**src/assert_macros.svh**
```systemverilog
// Assertion macros used by the ring bookkeeping RTL.
`ifndef ASSERT_MACROS_SVH
`define ASSERT_MACROS_SVH
`ifndef SYNTHESIS
// Condition must hold at every clock edge outside reset.
`define ASSERT_ALWAYS(lbl, clk, rst, cond, msg) \
  lbl: assert property (@(posedge clk) disable iff (rst) (cond)) else $error(msg);
// Consequent must hold in the same cycle as the antecedent.
`define ASSERT_IMPL(lbl, clk, rst, ante, cons, msg) \
  lbl: assert property (@(posedge clk) disable iff (rst) (ante) |-> (cons)) else $error(msg);
// Consequent must hold in the cycle after the antecedent.
`define ASSERT_NEXT(lbl, clk, rst, ante, cons, msg) \
  lbl: assert property (@(posedge clk) disable iff (rst) (ante) |=> (cons)) else $error(msg);
`else
`define ASSERT_ALWAYS(lbl, clk, rst, cond, msg)
`define ASSERT_IMPL(lbl, clk, rst, ante, cons, msg)
`define ASSERT_NEXT(lbl, clk, rst, ante, cons, msg)
`endif
`endif

```
**src/vrr_pkg.sv**
```systemverilog
// Types and constants of the variable-length record ring bookkeeping engine.
package vrr_pkg;

  localparam int MSG_W     = 12;
  localparam int OFF_W     = 12;
  localparam int LEN_W     = 12;
  localparam int SEQ_W     = 16;
  localparam int DROP_W    = 11;
  localparam int HDR_BYTES = 4;

  localparam logic [15:0] WRAP_MARK = 16'hFFFF;

  // Request kinds
  localparam logic KIND_ENQ = 1'b0;
  localparam logic KIND_DEQ = 1'b1;

  typedef struct packed {
    logic             kind;
    logic [MSG_W-1:0] msg_length;
  } req_item_t;

  typedef struct packed {
    logic              valid_res;
    logic [OFF_W-1:0]  record_offset;
    logic [LEN_W-1:0]  record_length;
    logic [SEQ_W-1:0]  record_sequence;
    logic [DROP_W-1:0] dropped;
    logic              wrapped;
  } rsp_item_t;

  // Record header as kept in the header memory
  typedef struct packed {
    logic [15:0] seq;
    logic [15:0] len;
  } hdr_t;

  // Header memory command
  typedef struct packed {
    logic rd;
    logic wr;
  } hdr_cmd_t;

  typedef enum logic [2:0] {
    ST_IDLE,
    ST_ENQ_EVAL,
    ST_ENQ_WAIT,
    ST_DEQ_RD,
    ST_DEQ_W1,
    ST_DEQ_W2
  } st_t;

endpackage

```
**src/vrr_channels.sv**
```systemverilog
// Request and response channel interfaces of the record ring engine.
interface vrr_req_if
  import vrr_pkg::*;
  ();
  logic      valid;
  logic      ready;
  req_item_t data;

  modport source (output valid, output data, input ready);
  modport sink (input valid, input data, output ready);
endinterface

interface vrr_rsp_if
  import vrr_pkg::*;
  ();
  logic      valid;
  logic      ready;
  rsp_item_t data;

  modport source (output valid, output data, input ready);
  modport sink (input valid, input data, output ready);
endinterface

```
**src/vrr_ctrl.sv**
```systemverilog
// Pointer, count and sequence control with the drop walk and the result register.
`include "assert_macros.svh"

module vrr_ctrl
  import vrr_pkg::*;
#(
  parameter int BUF_BYTES = 4096,
  parameter int MAX_MSG   = 2048,
  parameter int ADDR_W    = 13
) (
  input  logic              clk,
  input  logic              rst,
  vrr_req_if.sink           req,
  vrr_rsp_if.source         rsp,
  output hdr_cmd_t          mem_cmd,
  output logic [ADDR_W-1:0] mem_addr,
  output hdr_t              mem_wdata,
  input  hdr_t              mem_rdata
);

  localparam int END_OFF = BUF_BYTES - 2;
  localparam int NW      = $clog2(MAX_MSG + HDR_BYTES + 1);
  localparam int CW      = $clog2(BUF_BYTES / HDR_BYTES + 2);
  localparam int XW0     = (ADDR_W > NW) ? ADDR_W : NW;
  localparam int XW      = ((XW0 > MSG_W) ? XW0 : MSG_W) + 1;
  localparam int DW      = ((ADDR_W > 16) ? ADDR_W : 16) + 1;

  st_t               state, state_next;
  logic [ADDR_W-1:0] wr, wr_next;
  logic [ADDR_W-1:0] rd, rd_next;
  logic [CW-1:0]     cnt, cnt_next;
  logic [SEQ_W-1:0]  seq, seq_next;
  logic [NW-1:0]     need, need_next;
  logic [DROP_W-1:0] drops, drops_next;
  logic              wrap, wrap_next;
  logic              rsp_valid, rsp_valid_next;
  rsp_item_t         rsp_data, rsp_data_next;

  logic [XW-1:0]     msg_x, sat_x, wr_x, rd_x, need_x, wr_end;
  logic [NW-1:0]     need_in;
  logic [DW-1:0]     walk_sum;
  logic [ADDR_W-1:0] deq_rd;
  logic              slot_free, too_big, fit_end, gap_ok, is_mark;

  // Saturate the message length and add the header
  assign msg_x   = XW'(req.data.msg_length);
  assign sat_x   = (msg_x > XW'(MAX_MSG)) ? XW'(MAX_MSG) : msg_x;
  assign need_in = NW'(sat_x + XW'(HDR_BYTES));

  // Fit checks against the usable end and the gap to the oldest record
  assign wr_x    = XW'(wr);
  assign rd_x    = XW'(rd);
  assign need_x  = XW'(need);
  assign wr_end  = wr_x + need_x;
  assign too_big = need_x > XW'(END_OFF);
  assign fit_end = wr_end <= XW'(END_OFF);
  assign gap_ok  = rd_x >= wr_end;

  // Advance past the header just read; clamp for a dequeue
  assign is_mark  = mem_rdata.len == WRAP_MARK;
  assign walk_sum = DW'(rd) + DW'(mem_rdata.len);
  assign deq_rd   = (walk_sum > DW'(BUF_BYTES)) ? ADDR_W'(BUF_BYTES) : ADDR_W'(walk_sum);

  assign slot_free = !rsp_valid || rsp.ready;
  assign req.ready = state == ST_IDLE;
  assign rsp.valid = rsp_valid;
  assign rsp.data  = rsp_data;

  always_ff @(posedge clk) begin
    if (rst) begin
      state     <= ST_IDLE;
      wr        <= '0;
      rd        <= '0;
      cnt       <= '0;
      seq       <= '0;
      rsp_valid <= 1'b0;
    end else begin
      state     <= state_next;
      wr        <= wr_next;
      rd        <= rd_next;
      cnt       <= cnt_next;
      seq       <= seq_next;
      rsp_valid <= rsp_valid_next;
    end
  end

  always_ff @(posedge clk) begin
    need     <= need_next;
    drops    <= drops_next;
    wrap     <= wrap_next;
    rsp_data <= rsp_data_next;
  end

  always_comb begin
    state_next     = state;
    wr_next        = wr;
    rd_next        = rd;
    cnt_next       = cnt;
    seq_next       = seq;
    need_next      = need;
    drops_next     = drops;
    wrap_next      = wrap;
    rsp_valid_next = rsp_valid && !rsp.ready;
    rsp_data_next  = rsp_data;
    mem_cmd        = '0;
    mem_addr       = wr;
    mem_wdata      = '{seq: 16'h0000, len: WRAP_MARK};

    unique case (state)
      ST_IDLE: begin
        // Latch the request on transfer
        if (req.valid) begin
          need_next  = need_in;
          drops_next = '0;
          wrap_next  = 1'b0;
          state_next = (req.data.kind == KIND_DEQ) ? ST_DEQ_RD : ST_ENQ_EVAL;
        end
      end

      ST_ENQ_EVAL: begin
        if (too_big) begin
          // Refuse a record that can never fit
          if (slot_free) begin
            rsp_valid_next = 1'b1;
            rsp_data_next  = '0;
            state_next     = ST_IDLE;
          end
        end else if (cnt == '0 && !fit_end) begin
          // Empty ring, no room to the end: mark and restart at zero
          mem_cmd.wr = 1'b1;
          wr_next    = '0;
          rd_next    = '0;
          wrap_next  = 1'b1;
        end else if (cnt != '0 && rd >= wr && !gap_ok) begin
          // Gap too small: fetch the oldest header to drop it
          mem_cmd.rd = 1'b1;
          mem_addr   = rd;
          state_next = ST_ENQ_WAIT;
        end else if (cnt != '0 && rd < wr && !fit_end) begin
          // Reader behind: mark and restart writing at zero
          mem_cmd.wr = 1'b1;
          wr_next    = '0;
          wrap_next  = 1'b1;
        end else if (slot_free) begin
          // Place the record
          mem_cmd.wr     = 1'b1;
          mem_wdata      = '{seq: seq, len: 16'(need)};
          rsp_valid_next = 1'b1;
          rsp_data_next  = '{valid_res:       1'b1,
                             record_offset:   OFF_W'(wr),
                             record_length:   LEN_W'(need),
                             record_sequence: seq,
                             dropped:         drops,
                             wrapped:         wrap};
          if (cnt == '0) begin
            rd_next = wr;
          end
          cnt_next   = cnt + 1'b1;
          wr_next    = ADDR_W'(wr_end);
          seq_next   = seq + 1'b1;
          state_next = ST_IDLE;
        end
      end

      ST_ENQ_WAIT: begin
        // Follow a wrap marker or drop the oldest record
        if (is_mark) begin
          rd_next = '0;
        end else begin
          rd_next  = ADDR_W'(walk_sum);
          cnt_next = cnt - 1'b1;
          if (drops != '1) begin
            drops_next = drops + 1'b1;
          end
        end
        state_next = ST_ENQ_EVAL;
      end

      ST_DEQ_RD: begin
        if (cnt == '0) begin
          // Empty queue
          if (slot_free) begin
            rsp_valid_next = 1'b1;
            rsp_data_next  = '0;
            state_next     = ST_IDLE;
          end
        end else begin
          mem_cmd.rd = 1'b1;
          mem_addr   = rd;
          state_next = ST_DEQ_W1;
        end
      end

      ST_DEQ_W1, ST_DEQ_W2: begin
        if (state == ST_DEQ_W1 && is_mark) begin
          // Wrap marker at the reader: restart at zero and read again
          rd_next    = '0;
          mem_cmd.rd = 1'b1;
          mem_addr   = '0;
          state_next = ST_DEQ_W2;
        end else if (slot_free) begin
          rsp_valid_next = 1'b1;
          rsp_data_next  = '{valid_res:       1'b1,
                             record_offset:   OFF_W'(rd),
                             record_length:   LEN_W'(mem_rdata.len),
                             record_sequence: mem_rdata.seq,
                             dropped:         '0,
                             wrapped:         1'b0};
          rd_next        = deq_rd;
          cnt_next       = cnt - 1'b1;
          state_next     = ST_IDLE;
        end
      end

      default: begin
        state_next = ST_IDLE;
      end
    endcase
  end

  `ASSERT_ALWAYS(a_mem_excl, clk, rst, !(mem_cmd.rd && mem_cmd.wr), "header memory read and write together")
  `ASSERT_NEXT(a_busy_after_accept, clk, rst, req.valid && req.ready, !req.ready, "second request taken while busy")
  `ASSERT_NEXT(a_empty_deq, clk, rst, state == ST_DEQ_RD && cnt == '0 && slot_free, rsp_valid && !rsp_data.valid_res, "empty dequeue did not report empty")
  `ASSERT_NEXT(a_drop_count, clk, rst, state == ST_ENQ_WAIT && !is_mark, cnt == CW'($past(cnt) - 1'b1), "drop did not lower the record count")

endmodule

```
**src/flat_wrapper.sv**
```systemverilog
// flat-port wrapper written by rule: the top's interface ports become plain ports
module vrr_ctrl_flat import vrr_pkg::*;
#(
  parameter int BUF_BYTES = 4096,
  parameter int MAX_MSG   = 2048,
  parameter int ADDR_W    = 13
)
  (clk, rst, mem_cmd, mem_addr, mem_wdata, mem_rdata, req_valid, req_data, req_ready, rsp_valid, rsp_data, rsp_ready);
  vrr_req_if req_i ();
  vrr_rsp_if rsp_i ();
  input  logic clk;
  input  logic rst;
  output hdr_cmd_t mem_cmd;
  output logic [ADDR_W-1:0] mem_addr;
  output hdr_t mem_wdata;
  input  hdr_t mem_rdata;
  input wire logic [$bits(req_i.valid)-1:0] req_valid;
  input wire logic [$bits(req_i.data)-1:0] req_data;
  output wire logic [$bits(req_i.ready)-1:0] req_ready;
  output wire logic [$bits(rsp_i.valid)-1:0] rsp_valid;
  output wire logic [$bits(rsp_i.data)-1:0] rsp_data;
  input wire logic [$bits(rsp_i.ready)-1:0] rsp_ready;
  assign req_i.valid = req_valid;
  assign req_i.data = req_data;
  assign req_ready = req_i.ready;
  assign rsp_valid = rsp_i.valid;
  assign rsp_data = rsp_i.data;
  assign rsp_i.ready = rsp_ready;
  vrr_ctrl #(.BUF_BYTES(BUF_BYTES), .MAX_MSG(MAX_MSG), .ADDR_W(ADDR_W)) u_core (.clk(clk), .rst(rst), .req(req_i), .rsp(rsp_i), .mem_cmd(mem_cmd), .mem_addr(mem_addr), .mem_wdata(mem_wdata), .mem_rdata(mem_rdata));
endmodule
```
**config.mk**
```make
export PLATFORM = sky130hd
export DESIGN_NAME = vrr_ctrl_flat
export DESIGN_NICKNAME = d
export VERILOG_FILES = /design/src/vrr_pkg.sv /design/src/vrr_channels.sv /design/src/vrr_ctrl.sv /design/src/flat_wrapper.sv
export VERILOG_INCLUDE_DIRS = /design/src /design/src/src
export SDC_FILE = /design/constraint.sdc
export NUM_CORES = 1
export LEC_CHECK = 0
export BUFFER_PORTS_ARGS = -buffer_cell sky130_fd_sc_hd__buf_4
export CAP_MARGIN = 20
export CORE_ASPECT_RATIO = 1.75
export CORE_MARGIN = 2
export CORE_UTILIZATION = 40
export CTS_CLUSTER_SIZE = 20
export DETAILED_ROUTE_END_ITERATION = 8
export SLEW_MARGIN = 10
export SYNTH_ARGS = -nofsm -noshare
export SYNTH_HDL_FRONTEND = slang
export SYNTH_SLANG_ARGS = --single-unit
```
**constraint.sdc**
```tcl
create_clock -name clk -period 10.35 [get_ports clk]
set_input_delay 0.5175 -clock clk [delete_from_list [all_inputs] [get_ports clk]]
set_output_delay 0.5175 -clock clk [all_outputs]
set_load 0.005 [all_outputs]
```
==> results.cfg, run 1 <==
[drt]
antenna_left = 0
drt_wl_total_um = 33700
firstDrtPassIters = 7
drc = 0
wl_per_cell_um = 21.9
vias = 9447
drtIter0Drc = 634
via_per_inst = 6.15

[logic_synthesis]
synth-simple-area-share_pct = 17.0
synth_adder_area_share_pct = 8.59
synth_area_sq_um = 9730
synth_cells = 1104
synth-edff-count = 77
synth_top_family_by_area = compound AO/OA/AOI/OAI gates
synth.yosys.warnings = 0
async_flop_share_pct = 0
yosysSeqAreaShare_pct = 35.5
synth_compound_area_share_pct = 28.6
muxShareOfSynthArea_pct = 1.26
yosys_most_used_dff = edfxtp_1
ys_ff_latch = 134
synth_xor_area_share_pct = 4.32
avgSynthCellArea_sq_um = 8.82
synth_nets = 1218
synth_cell_types = 70

[place]
place.gp.congestion = 0.929
port_buffers = 150
post-dp-hpwl_um = 25300
place_inst = 1503

[cts]
cts_root_buf = clkbuf_16
clk_pin_slew_ps = 60
cts_tree = yes
cts_inserted_buffers = 17
postCtsHoldBufs = 0
cts-resized-gates = 0
clk_latency_ps = 450
post_cts_buffers = 0
cts_buffer_depth = 2
htreeDepth = 4
clock_sinks = 134

[finish]
nets = 1330
fillers = 2384
area_delta_synth_final_pct = 19.2
multi_input_area_sq_um = 5850
regArea_sq_um = 3450
stdcell_count = 1537
antenna_cells = 0
drive_above_1_share_pct = 18.1

[timing]
period_share_pct = 60.7
min_period_ps = 6280
fmax_mhz = 159
maxSlewHeadroom_pct = 30.7
fin_worst_skew_ps = 7.41
rsz0062_at_grt = false
hold_violations = 0
maxSlewViolCount = 0
tightest_slew_ps = 1030
finalSetupViolCount = 0
tns_ps = 0

[pwr]
power_density_nw_per_um2 = 264
irDropWorstVdd_v = 0.000103
p_leak_nw = 4.60

[grt]
grt_pass1_wl_um = 51100
grt_pass1_vias = 9244
grt-ovfl-total = 0
antenna_found_initial = 0
grt_max_degree = 98
grt_usage_pct = 26.4

[min_path]
min_path_type = in2reg

[worst_setup_path]
cp_top_family = compound AO/OA/AOI/OAI gates
setup.worst_path.start_class = flip-flop
crit_slowest_cell = and2_1
crit_path_max_fanout = 21
rrSetupSlack_ps = 4700
arrival_ps = 5760
startpoint = u_core.need[0]$_SDFFCE_PP0P_
endpoint_kind = output pin
crit_cells = 18
rr_endpoint = u_core.seq[10]$_SDFFE_PP0P_
cp-endpoint = mem_wdata[18]
cp_num_buf_inv = 2
worstReg2RegStart = u_core.need[0]$_SDFFCE_PP0P_
path_class = reg2out
reg2regPathDepth = 18
cp.required_ps = 9830
crit_chain = ha_1 > fa_1 > a211oi_2 > o21a_1 > o21ai_0 > and2_1 > ha_1 > a21o_1 > a211oi_1 > a21oi_1 > nand3_1 > a311oi_2 > a211oi_2 > a211oi_4 > and2_1 > inv_2 > nor2_1 > buf_4
cpPeakStageDelay_ps = 680

[run]
max_cap_viol_count = 0

[floorplan]
dieHeight_um = 210
die-area_sq_um = 25600
coreArea_sq_um = 23900
io_pins = 151
start_util_pct = 40.7
die_w_um = 122
rows = 75

[outcome]
status = finished, final reports clean
-- metrics by stage --
stage               util, %  hold slack (ps)  total power [mW]  area (sq um)  setup WS [ps]
floorplan                 -              458              1.94          9730           4050
global placement       46.2              476              2.47         11100           4730
detailed placement     46.2              504              2.49         11100           4610
CTS                    48.4              335              3.06         11600           4110
global route           48.5              361              3.26         11600           3640
finish                 48.5              354              3.06         11600           4070
-- cells by family after synthesis --
group / Yosys count
compound gates: 398
xor+xnor: 48
fa+ha+maj: 65
buf+inv: 113
flops: 134
mux: 12
simple gates: 334
-- synth_stat cells (9+ instances only) --
cell,number,area [sq um]
a32oi_1,68,596
nor3_1,15,75.1
and3_1,21,131
nand2b_1,21,131
a22o_1,14,123
nand2_1,59,221
xor2_1,23,201
nor2_1,109,409
dfxtp_1,57,1140
a221oi_1,17,149
o211a_1,10,100
o21ai_0,90,450
nand4_1,20,125
ha_1,62,776
buf_1,10,37.5
and2_1,13,81.3
o221ai_1,9,78.8
nand3_1,32,160
nor2b_1,9,56.3
a21oi_1,99,495
inv_1,40,150
mux2i_1,10,100
xnor2_1,25,219
clkbuf_1,50,188
edfxtp_1,77,2310
-- worst min-delay path by stage --
stage | slack, ps | depth (start not counted) | end | start
after floorplan | 460 | 2 | u_core.cnt[10]$_SDFFE_PP0P_ | u_core.cnt[10]$_SDFFE_PP0P_
after global placement | 480 | 2 | u_core.cnt[10]$_SDFFE_PP0P_ | u_core.cnt[10]$_SDFFE_PP0P_
after detailed placement | 500 | 2 | u_core.cnt[10]$_SDFFE_PP0P_ | u_core.cnt[10]$_SDFFE_PP0P_
after CTS | 330 | 3 | u_core.rsp.data[16]$_DFFE_PP_ | mem_rdata[20]
after global routing | 360 | 3 | u_core.rsp.data[24]$_DFFE_PP_ | mem_rdata[28]
final | 350 | 3 | u_core.rsp.data[16]$_DFFE_PP_ | mem_rdata[20]
-- power breakdown --
group	leakage, nW	switching, mW	internal (mW)
registers	1.21	0.212	0.732
logic	3.15	0.930	0.619
clock network	0.247	0.258	0.308
-- per-layer routing --
| metal | wire length, um | share of wire (%) | global-route usage, % |
|---|---|---|---|
| met1 | 11500 | 34 | 25.8 |
| met2 | 17800 | 53 | 48.0 |
| met3 | 1670 | 5.0 | 4.87 |
| met4 | 2730 | 8.1 | 19.9 |
| met5 | 0 | 0 | 0 |
-- layout make-up --
cell class | instances | share of cell area (%)
repair buffers | 164 | 10.6
multi-input cells | 857 | 50.4
clock inverters | 13 | 0.862
inverters | 42 | 1.36
well taps | 308 | 3.32
clock buffers | 19 | 3.73
flip-flops and latches | 134 | 29.8
-- worst reg2reg max path, delay by kind of cell (launching register included) --
family | cells | cell delay (ps)
compound gates | 9 | 2340
simple gates | 5 | 1580
fa+ha+maj | 3 | 980
flops | 1 | 430
buf+inv | 1 | 280
-- state kept, by name (all words and copies together), names as in the netlist --
register,flops
u_core.seq,16
u_core.state,3
u_core.rsp.data,53
u_core.wrap,1
u_core.rsp.valid,1
u_core.wr,13
u_core.cnt,11
u_core.drops,11
u_core.rd,13
u_core.need,12
-- layout by cell type, fill, tap and decap left out, types with 17 or more instances in the layout --
cell       instances
edfxtp_1          77
a221oi_1          17
nor2_1           107
clkbuf_16         17
nand3_1           32
xnor2_1           25
nand4_1           20
inv_1             40
nand2_1           59
and3_1            21
nand2b_1          21
a32oi_1           68
buf_4            164
xor2_1            23
dfxtp_1           57
a21oi_1           98
o21ai_0           89
ha_1              62
(Power assumes the default switching activity.)
==> run 2: changes to the inputs <==
clock period = 6.6 ns   (was 10.35 ns; I/O delays follow)
==> run 2 against run 1 <==
Compared with the run above: first-iteration DRC count grew 22%; setup slack worse by 3400 ps; critical path type unchanged; die area unchanged; highest routed layer unchanged; largest cell class unchanged; cell area is 0.93% higher; via count is 1.2% higher.
==> results.cfg, run 2 (synthesis results as in run 1) <==
[worst_setup_path]
setup.worst_path.start_class = flip-flop
cp-endpoint = mem_addr[4]
cp_top_family = compound AO/OA/AOI/OAI gates
cp_num_buf_inv = 1
rr_endpoint = u_core.seq[10]$_SDFFE_PP0P_
path_class = reg2out
arrival_ps = 5560
reg2regPathDepth = 18
crit_slowest_cell = nand2_1
cp.required_ps = 6270
cp_common_cell = a21oi_1
startpoint = u_core.need[0]$_SDFFCE_PP0P_
crit_chain = ha_1 > fa_1 > a211oi_2 > o21a_1 > o21ai_0 > and2_1 > ha_1 > a21o_1 > a211oi_1 > o211ai_1 > a21oi_1 > a311oi_2 > a211oi_2 > nand2_1 > a21oi_1 > nor2_1 > a21oi_1 > buf_4
crit_cells = 18
crit_path_max_fanout = 27
cpPeakStageDelay_ps = 600
endpoint_kind = output pin
worstReg2RegStart = u_core.need[0]$_SDFFCE_PP0P_
rrSetupSlack_ps = 1220

[cts]
clk_latency_ps = 450
cts-resized-gates = 0
cts_buffer_depth = 2
cts_root_buf = clkbuf_16
htreeDepth = 4
clock_sinks = 134
clk_pin_slew_ps = 70
postCtsHoldBufs = 0
cts_inserted_buffers = 17
cts_tree = yes
post_cts_buffers = 0

[drt]
wl_per_cell_um = 22.1
drtIter0Drc = 776
drc = 0
antenna_left = 0
firstDrtPassIters = 7
drt_wl_total_um = 34200
via_per_inst = 6.20
vias = 9560

[pwr]
sw_frac_of_total_pct = 45.1
p_leak_nw = 4.67
internal_power_mw = 2.71
power_density_nw_per_um2 = 421
switchingPower_mw = 2.23
comb_power_share_pct = 50.6
seq_power_share_pct = 29.3
clock_power_share_pct = 20.1
irDropWorstVdd_v = 0.000216

[timing]
period_share_pct = 89.2
maxSlewHeadroom_pct = 27.1
hold_violations = 0
fin_worst_skew_ps = 12.0
maxSlewViolCount = 0
min_period_ps = 5890
tns_ps = 0
finalSetupViolCount = 0
rsz0062_at_grt = false
tightest_slew_ps = 1090
fmax_mhz = 170

[finish]
finalCoreUtilization_pct = 49.0
drive_above_1_share_pct = 18.5
nets = 1336
final_cell_mix = buf_4 (170), nor2_1 (107), a21oi_1 (98)
area_delta_synth_final_pct = 20.3
layout_commonest_cell = buf_4
largest_register_ffs = 53
antenna_cells = 0

[floorplan]
die-area_sq_um = 25600
dieHeight_um = 210
io_pins = 151
die_w_um = 122
start_util_pct = 40.7
coreArea_sq_um = 23900
rows = 75

[min_path]
min_path_type = in2reg
holdPathStages = 3

[grt]
grt_usage_pct = 26.7
grt_pass1_vias = 9340
grt-ovfl-total = 0
grt_max_degree = 98
grt_pass1_wl_um = 51800
antenna_found_initial = 0

[place]
place.gp.congestion = 0.896
post-dp-hpwl_um = 25400
port_buffers = 150

[run]
max_cap_viol_count = 0

[outcome]
status = finished, final reports clean
-- run 2: power groups by stage --
stage,Clock [mW],Sequential [mW],Combinational [mW]
2_1_floorplan,0,1.34,1.70
3_5_place_dp,0,1.46,2.48
5_1_grt,1.04,1.46,2.76
3_3_place_gp,0,1.45,2.45
4_1_cts,1.01,1.44,2.49
6_report,0.992,1.45,2.50
-- run 2: worst register-to-register path, delay by kind of cell, from the launching register on --
family | cells | cell delay [ps]
xor gates and xnor gates | 1 | 360
AOI/OAI and AO/OA | 8 | 1700
adders and majority gates | 3 | 930
DFF | 1 | 430
buffers and inverters | 2 | 550
and+or+nand+nor | 4 | 1340
-- run 2: worst min path at each step --
stage | startpoint | endpoint
final | mem_rdata[26] | u_core.rsp.data[22]$_DFFE_PP_
after global routing | mem_rdata[26] | u_core.rsp.data[22]$_DFFE_PP_
after CTS | mem_rdata[26] | u_core.rsp.data[22]$_DFFE_PP_
after detailed placement | u_core.cnt[10]$_SDFFE_PP0P_ | u_core.cnt[10]$_SDFFE_PP0P_
after global placement | u_core.cnt[10]$_SDFFE_PP0P_ | u_core.cnt[10]$_SDFFE_PP0P_
after floorplan | u_core.cnt[10]$_SDFFE_PP0P_ | u_core.cnt[10]$_SDFFE_PP0P_
-- run 2: final cells by class --
| type | instances | area [sq um] |
|---|---|---|
| fillers | 2376 | 12200 |
| multi-input cells | 857 | 5850 |
| flip-flops and latches | 134 | 3450 |
| repair buffers | 170 | 1280 |
| clock buffers | 18 | 429 |
| well taps | 308 | 385 |
| clock inverters | 14 | 166 |
| inverters | 42 | 158 |
-- run 2: metal layers --
metal	global-route usage, %	vias up	wire [um]
met5	0	-	0
li1	-	4496	-
met3	3.92	125	1810
met4	17.5	0	2510
met2	50.4	433	18000
met1	26.4	4506	11800
-- run 2: metrics by stage --
stage	worst slack (ps)	power [mW]	area, sq um	hold slack [ps]	cells
after floorplan	297	3.04	9730	458	1104
after global placement	1310	3.91	11100	477	1510
after detailed placement	1210	3.93	11100	492	1510
after CTS	727	4.93	11700	150	1542
after global routing	358	5.26	11700	166	1543
final	710	4.94	11700	166	1543
